`src/hw/rtl/u8250_pkg.sv`:
```
// Package for the 8250 UART register model: request and response types,
// command, access size and exception codes, and register offsets.
// Used by every module of the block; it depends on nothing else.
`timescale 1ns / 1ps

package u8250_pkg;

   // Command codes carried by a request.
   localparam logic [1:0] CMD_READ  = 2'd0;
   localparam logic [1:0] CMD_WRITE = 2'd1;
   localparam logic [1:0] CMD_POLL  = 2'd2;
   localparam logic [1:0] CMD_NONE  = 2'd3;

   // Bus access sizes.
   localparam logic [1:0] SIZE_BYTE = 2'd0;
   localparam logic [1:0] SIZE_HALF = 2'd1;
   localparam logic [1:0] SIZE_WORD = 2'd2;
   localparam logic [1:0] SIZE_BAD  = 2'd3;

   // Exception codes reported in a response.
   localparam logic [1:0] EXC_NONE          = 2'd0;
   localparam logic [1:0] EXC_LOAD_MISALIGN = 2'd1;
   localparam logic [1:0] EXC_STORE_MISALIGN = 2'd2;
   localparam logic [1:0] EXC_ILLEGAL       = 2'd3;

   // Register offsets.
   localparam logic [2:0] REG_RBR = 3'd0;
   localparam logic [2:0] REG_IER = 3'd1;
   localparam logic [2:0] REG_IIR = 3'd2;
   localparam logic [2:0] REG_LCR = 3'd3;
   localparam logic [2:0] REG_MCR = 3'd4;
   localparam logic [2:0] REG_LSR = 3'd5;
   localparam logic [2:0] REG_MSR = 3'd6;
   localparam logic [2:0] REG_NONE = 3'd7;

   // Fixed register contents and bit positions.
   localparam logic [7:0] LSR_BASE  = 8'h60;
   localparam logic [7:0] MSR_VALUE = 8'hb0;
   localparam int unsigned DLAB_BIT = 7;
   localparam logic [2:0] INT_THRE  = 3'd1;

   // One request item.
   typedef struct packed {
      logic [1:0]  cmd;
      logic [2:0]  reg_addr;
      logic [1:0]  access_size;
      logic        sign_extend;
      logic [7:0]  write_data;
      logic [7:0]  rx_char;
      logic [31:0] fault_address;
   } req_type;

   // One response item.
   typedef struct packed {
      logic [31:0] read_data;
      logic [1:0]  exception_code;
      logic [31:0] exception_value;
      logic        tx_valid;
      logic [7:0]  tx_byte;
      logic        irq_pending;
      logic [2:0]  irq_id;
   } rsp_type;

endpackage

```
`src/hw/rtl/u8250_core.sv`:
```
// Register file and access decode of the 8250 UART model.
// Holds all UART state and computes one response per request.
// Depends on u8250_pkg.
`timescale 1ns / 1ps

module u8250_core (
   input  logic              clock,
   input  logic              reset,
   input  logic              step,
   input  u8250_pkg::req_type req,
   output u8250_pkg::rsp_type rsp
);

   logic       rx_ready_ff, rx_ready_in;
   logic [7:0] rx_holding_ff, rx_holding_in;
   logic [7:0] pending_ff, pending_in;
   logic [2:0] current_id_ff, current_id_in;
   logic [7:0] int_enable_ff, int_enable_in;
   logic [7:0] line_control_ff, line_control_in;
   logic [7:0] modem_control_ff, modem_control_in;
   logic [7:0] divisor_low_ff, divisor_low_in;
   logic [7:0] divisor_high_ff, divisor_high_in;

   logic       dlab;
   logic [7:0] rbyte;
   logic [7:0] pend;

   assign dlab = line_control_ff[u8250_pkg::DLAB_BIT];

   // Register access decode, receiver poll and response fields.
   always_comb begin
      rx_ready_in      = rx_ready_ff;
      rx_holding_in    = rx_holding_ff;
      int_enable_in    = int_enable_ff;
      line_control_in  = line_control_ff;
      modem_control_in = modem_control_ff;
      divisor_low_in   = divisor_low_ff;
      divisor_high_in  = divisor_high_ff;
      pend             = pending_ff;
      rbyte            = 8'h00;
      rsp              = '0;

      case (req.cmd)
         u8250_pkg::CMD_READ: begin
            if (req.access_size == u8250_pkg::SIZE_BYTE) begin
               case (req.reg_addr)
                  u8250_pkg::REG_RBR: begin
                     if (dlab) begin
                        rbyte = divisor_low_ff;
                     end else begin
                        // Poll first; a held character wins over the new one.
                        rbyte = rx_ready_ff ? rx_holding_ff : req.rx_char;
                        if (!rx_ready_ff) begin
                           rx_holding_in = req.rx_char;
                        end
                        rx_ready_in = 1'b0;
                     end
                  end
                  u8250_pkg::REG_IER: rbyte = dlab ? divisor_high_ff : int_enable_ff;
                  u8250_pkg::REG_IIR: begin
                     rbyte = {4'h0, current_id_ff, (pending_ff == 8'h00)};
                     if (current_id_ff == u8250_pkg::INT_THRE) begin
                        pend[u8250_pkg::INT_THRE] = 1'b0;
                     end
                  end
                  u8250_pkg::REG_LCR: rbyte = line_control_ff;
                  u8250_pkg::REG_MCR: rbyte = modem_control_ff;
                  u8250_pkg::REG_LSR: rbyte = u8250_pkg::LSR_BASE | {7'h00, rx_ready_ff};
                  u8250_pkg::REG_MSR: rbyte = u8250_pkg::MSR_VALUE;
                  default:            rbyte = 8'h00;
               endcase
               rsp.read_data = {{24{req.sign_extend & rbyte[7]}}, rbyte};
            end else if (req.access_size inside {u8250_pkg::SIZE_HALF,
                                                 u8250_pkg::SIZE_WORD}) begin
               rsp.exception_code  = u8250_pkg::EXC_LOAD_MISALIGN;
               rsp.exception_value = req.fault_address;
            end else begin
               rsp.exception_code = u8250_pkg::EXC_ILLEGAL;
            end
         end
         u8250_pkg::CMD_WRITE: begin
            if (req.access_size == u8250_pkg::SIZE_BYTE) begin
               case (req.reg_addr)
                  u8250_pkg::REG_RBR: begin
                     if (dlab) begin
                        divisor_low_in = req.write_data;
                     end else begin
                        // A transmit write raises the THRE interrupt.
                        pend[u8250_pkg::INT_THRE] = 1'b1;
                        rsp.tx_valid = 1'b1;
                        rsp.tx_byte  = req.write_data;
                     end
                  end
                  u8250_pkg::REG_IER: begin
                     if (dlab) begin
                        divisor_high_in = req.write_data;
                     end else begin
                        int_enable_in = req.write_data;
                     end
                  end
                  u8250_pkg::REG_LCR: line_control_in  = req.write_data;
                  u8250_pkg::REG_MCR: modem_control_in = req.write_data;
                  default: ;
               endcase
            end else if (req.access_size inside {u8250_pkg::SIZE_HALF,
                                                 u8250_pkg::SIZE_WORD}) begin
               rsp.exception_code  = u8250_pkg::EXC_STORE_MISALIGN;
               rsp.exception_value = req.fault_address;
            end else begin
               rsp.exception_code = u8250_pkg::EXC_ILLEGAL;
            end
         end
         u8250_pkg::CMD_POLL: begin
            if (!rx_ready_ff) begin
               rx_holding_in = req.rx_char;
               rx_ready_in   = (req.rx_char != 8'h00);
            end
         end
         default: ;
      endcase

      // Interrupt recompute: receive bit follows rx_ready, then the enable mask.
      pend[0] = rx_ready_in;
      pending_in = pend & int_enable_in;

      // Highest pending bit becomes the identity; it holds when nothing pends.
      current_id_in = current_id_ff;
      for (int b = 0; b < 8; b++) begin
         if (pending_in[b]) begin
            current_id_in = 3'(b);
         end
      end
      rsp.irq_pending = (pending_in != 8'h00);
      rsp.irq_id      = current_id_in;
   end

   // State registers advance once per request that moves to the output.
   always_ff @(posedge clock) begin
      if (reset) begin
         rx_ready_ff      <= 1'b0;
         rx_holding_ff    <= 8'h00;
         pending_ff       <= 8'h00;
         current_id_ff    <= 3'd0;
         int_enable_ff    <= 8'h00;
         line_control_ff  <= 8'h00;
         modem_control_ff <= 8'h00;
         divisor_low_ff   <= 8'h00;
         divisor_high_ff  <= 8'h00;
      end else if (step) begin
         rx_ready_ff      <= rx_ready_in;
         rx_holding_ff    <= rx_holding_in;
         pending_ff       <= pending_in;
         current_id_ff    <= current_id_in;
         int_enable_ff    <= int_enable_in;
         line_control_ff  <= line_control_in;
         modem_control_ff <= modem_control_in;
         divisor_low_ff   <= divisor_low_in;
         divisor_high_ff  <= divisor_high_in;
      end
   end

endmodule

```
`src/hw/rtl/uart_8250_register_model_top.sv`:
```
// Top level of the 8250 UART register model: request register, register
// file core and response register. Depends on u8250_pkg and u8250_core.
`timescale 1ns / 1ps

// Usage:
// A request (bus read, bus write or receiver poll) enters on req_valid /
// req_ready with its fields in req_data. Each request yields exactly one
// response on rsp_valid / rsp_ready with its fields in rsp_data, in order.
// A request accepted at a clock edge is latched in the request register,
// decoded against the register file while it is held there, and its
// response is loaded into the response register when it moves on. The
// UART state updates in the same edge that loads the response register,
// so one request per cycle is sustained while rsp_ready stays high.
// When the receiver holds rsp_ready low, the response register keeps its
// contents and the request register holds the next request; req_ready
// stays high while the request register is empty, so a single request is
// still taken during a stall. Back pressure then reaches req_ready.
// Reset (synchronous, active high) clears all UART registers to zero and
// empties both the request and the response register.

module uart_8250_register_model_top (
   input  logic               clock,
   input  logic               reset,
   input  logic               req_valid,
   output logic               req_ready,
   input  u8250_pkg::req_type req_data,
   output logic               rsp_valid,
   input  logic               rsp_ready,
   output u8250_pkg::rsp_type rsp_data
);

   logic               in_valid_ff;
   u8250_pkg::req_type in_req_ff;
   logic               out_valid_ff;
   u8250_pkg::rsp_type out_rsp_ff;
   u8250_pkg::rsp_type core_rsp;
   logic               advance;

   // A held request moves on when the response register is free or drains.
   assign advance   = in_valid_ff && (!out_valid_ff || rsp_ready);
   assign req_ready = !in_valid_ff || advance;

   u8250_core core (
      .clock (clock),
      .reset (reset),
      .step  (advance),
      .req   (in_req_ff),
      .rsp   (core_rsp)
   );

   // Request register.
   always_ff @(posedge clock) begin
      if (reset) begin
         in_valid_ff <= 1'b0;
      end else if (req_ready) begin
         in_valid_ff <= req_valid;
      end
   end

   always_ff @(posedge clock) begin
      if (req_ready && req_valid) begin
         in_req_ff <= req_data;
      end
   end

   // Response register.
   always_ff @(posedge clock) begin
      if (reset) begin
         out_valid_ff <= 1'b0;
      end else if (advance) begin
         out_valid_ff <= 1'b1;
      end else if (rsp_ready) begin
         out_valid_ff <= 1'b0;
      end
   end

   always_ff @(posedge clock) begin
      if (advance) begin
         out_rsp_ff <= core_rsp;
      end
   end

   assign rsp_valid = out_valid_ff;
   assign rsp_data  = out_rsp_ff;

endmodule

```
`config.mk`:
```
export PLATFORM = sky130hd
export DESIGN_NAME = uart_8250_register_model_top
export DESIGN_NICKNAME = d
export VERILOG_FILES = /design/src/hw/rtl/u8250_pkg.sv /design/src/hw/rtl/u8250_core.sv /design/src/hw/rtl/uart_8250_register_model_top.sv
export SDC_FILE = /design/constraint.sdc
export NUM_CORES = 1
export LEC_CHECK = 0
export ABC_AREA = 1
export BUFFER_PORTS_ARGS = -buffer_cell sky130_fd_sc_hd__buf_2
export CORE_MARGIN = 8
export CORE_UTILIZATION = 45
export CTS_CLUSTER_SIZE = 40
export DETAILED_ROUTE_END_ITERATION = 10
export GPL_TIMING_DRIVEN = 0
export MAX_ROUTING_LAYER = met4
export PLACE_DENSITY = 0.66
export RECOVER_POWER = 50
export SETUP_SLACK_MARGIN = 0.15
export SLEW_MARGIN = 30
export SYNTH_ARGS = -nofsm -noshare
export SYNTH_HDL_FRONTEND = slang
export SYNTH_HIERARCHICAL = 1
export SYNTH_SLANG_ARGS = --single-unit
```
`constraint.sdc`:
```
create_clock -name clock -period 8.75 [get_ports clock]
set_input_delay 0.875 -clock clock [delete_from_list [all_inputs] [get_ports clock]]
set_output_delay 0.875 -clock clock [all_outputs]
set_load 0.05 [all_outputs]
```
==> impl_results.md <==
* Status: finished with violations
* Failing checks: max-capacitance violations, max-slew violations
* Hold Slack at 450 ps
* Routing usage on met2 at a little over a quarter
* Skew final at 10.5 ps
* Post-cts sizing count at 0
* Fraction of layout cells with a size suffix above 1 at 24.1%
* Worst R2R Path Depth at 9
* PortBufs at 140
* Worst Path Required at about 9100 ps
* Post-DP HPWL at roughly 13000 um
* Fraction of registers with async set/reset at 0%
* Starting density of the core at between 40% and 50%
* Compound-Gate Fraction of Synth Area at ~11%
* Max-cap violations at 1
* FF-to-FF Start: in_valid_ff
* Register area share after synthesis at around 70%
* Final cycle utilization of the critical path at between 40 and 50%
* Primary FF master, synth: edfxtp_1
* Drt pass-1 iters at 5
* CP Capture Type: flip-flop
* Synth Area in XOR/XNOR at 0%
* EDFF count, synth at between 100 and 150
* Final Hold Vio Count at 0
* Hold Path Stages at 2
* Startpoint types: input port
* Most common cell after layout, fill and taps aside: edfxtp_1
* Vias at around 5300
* Max-slew violation count at 48
* Maximum level of the CTS H-tree at 4
* R2R setup slack at roughly 4900 ps
* Synth Cell Area at 7660 sq um
* HP Class: flip-flop to flip-flop
* Post-layout util at 55.8%
* GRT Resource Usage Total at between 10% and 20%
* Post-route cell area at ~9000 sq um
* Hold path startpoint: core/rx_holding_ff[5]
* Post-synth top area share at a little over half
* Fmax at ~0.25 GHz
* Clock buffer count from CTS at 17
* Post-Synth Adder-Cell Area at less than 1%
* CP max stage cell: a21oi_1
* WP buf/inv at 5
* Area leader, netlist: edfxtp_1
* DRC errors left at 0
* Final ANT Viol Nets at 0
* Post-CTS Hold Buffers at 0
* Worst IR drop on VDD at between 100 and 150 uV
* Post-Layout Cell Count at 1090
* Critical path type: input port to flip-flop
* Seq cells post-synth at ~200
* Nets at about 900
* Number of cells after detailed placement at 1056
* Crit path max fanout at 18
* Most frequent cells in the layout: 135 x edfxtp_1, 125 x buf_2, 93 x inv_1
* Largest net degree at the start of global routing at 48
* Mapped Cells at ~690
* Global-route met1 utilization at about a fifth
* Remaining global-route overflow at 0
* Via density at 4.89
* CP peak stage delay at 1000 ps
* Final Critical Period at 4080 ps
* GP Congestion at between 0.9 and 1
* Leak Pwr at between 3 and 4 nW
* CTS tree: done
* Initial DRC count at approximately 480
* # rows at 47
* Total Wirelength at around 17000 um
* Post-Synth Simple-Gate Area at 11.0%
* Final Power at 2.00 mW
* Ys Warns at 6
* Worst-Margin Slew at 2510 ps
* Yosys cell types at 39
* Slew HR at -67.2%
* Worst setup margin at 4670 ps
* RSZ-0062 raised after global routing: no
* Hold endpoint: core/rx_holding_ff[5]
* Fin Setup TNS at 0 ps
* Number of global-route vias before repair at ~5300
* Synth top area cells: edfxtp_1 53%, dfxtp_1 16%, inv_1 4.6%
* Syn_nets at around 750
* Placed cell areas at about 9000 sq um
* CTS max path bufs at 2
* Setup Buffers After CTS at 0
* Wire per inst at between 15 and 20 um
* CP top delay family: buffers and inverters
* Die Footprint at between 20000 and 25000 sq um
* Post-synthesis mux area share at 0%
* Worst r2r dst: core/rx_holding_ff[4]
* Worst EP arrival at approximately 4400 ps
* Setup Viol. Count Final at 0
* CP cell instances: buf_2 > inv_1 > a21oi_1 > clkbuf_1 > buf_2 > inv_1 > nor3_2 > nand2_2 > o21ai_0 > a21oi_1
* First-pass GRT wire length at 27800 um
* Syn_area_per_cell at approximately 11 sq um
* Power Density at between 200 and 250 nW/um^2
* Ports at roughly 140
* Clk Latency, worst-skew pair at roughly 430 ps
* CORE AREA at between 15000 and 20000 sq um
* Die Height at 146 um
* Area growth, synth to finish at 20.7%
* Clock slew at reported path FFs at about 70 ps
* Clk root buf: clkbuf_16
* Main combinational cell family by area after synthesis: compound AO/OA/AOI/OAI gates
* Initial antenna violation count at 1
* Place WS at around 5500 ps
* Die width at between 100 and 150 um
* # clock sinks at about 200
* GRT Max-Usage Layer: met2
* Met3 usage at approximately 4%
[routing by layer]
| metal | wire length, um | vias to the layer above | part of all wire [%] |
|---|---|---|---|
| li1 | - | 2630 | - |
| met1 | 7590 | 2458 | 44 |
| met2 | 8190 | 220 | 47 |
| met3 | 1150 | 27 | 6.6 |
| met4 | 399 | 0 | 2.3 |
| met5 | 0 | - | 0 |
[cells in the mapped netlist (all sizes together) (2+ instances only)]
master and instances:
a211oi 2, buf 31, a31oi 5, nand2 92
dfxtp 62, clkbuf 13, nor3 8, nand3 14
inv 96, edfxtp 135, o22ai 2, nor2 78
a21oi 65, a221oi 2, o21ai 72, nand4 3
ha 2, a41oi 2, o21bai 3
[report_power, final]
part	switching, mW	internal [mW]
Combinational	0.132	0.0417
Clock	0.350	0.429
Sequential	0.0146	1.04
[area by class of cell]
class / instances / area [sq um]
antenna: 2 / 5.00
buffer: 44 / 273
clock buffer: 17 / 425
clock inverter: 15 / 165
fill: 1444 / 7340
inverter: 96 / 364
multi-input combinational: 354 / 1730
sequential: 197 / 5300
tap: 220 / 275
timing repair buffer: 145 / 718
[sequential cells by signal, summed over array words and instances (netlist names), 3 cells and up]
| register | count |
|---|---|
| core/int_enable_ff | 8 |
| rsp_data | 79 |
| core/rx_holding_ff | 8 |
| core/line_control_ff | 8 |
| core/pending_ff | 8 |
| core/current_id_ff | 3 |
| core/modem_control_ff | 8 |
| in_req_ff | 56 |
| core/divisor_low_ff | 8 |
| core/divisor_high_ff | 8 |
[cell families (layout without fill, tap and decap cells)]
family                   count (synthesis)  in the layout
AO/OA/AOI/OAI                          156            156
AND/OR/NAND/NOR                        196            196
adder cells (fa/ha/maj)                  2              2
flip-flops                             197            197
buffers and inverters                  140            317
other                                    0              2
[worst max-delay path by stage]
| stage | endpoint | cells past startpoint | from |
|---|---|---|---|
| after floorplan | core/rx_holding_ff[4] | 8 | rsp_ready |
| after global placement | core/rx_holding_ff[4] | 9 | rsp_ready |
| after detailed placement | core/rx_holding_ff[4] | 10 | rsp_ready |
| after CTS | rsp_data[62] | 10 | in_req_ff[51] |
| after global routing | core/rx_holding_ff[4] | 10 | rsp_ready |
| final | core/rx_holding_ff[4] | 10 | rsp_ready |
[worst reg2reg max path: cells and delay by family, from the launching register on]
family,cells,cell delay (ps)
flip-flops,1,330
buffers and inverters,4,1460
AO/OA/AOI/OAI,3,1250
AND/OR/NAND/NOR,2,740
Power figures use the tool's default switching activity.
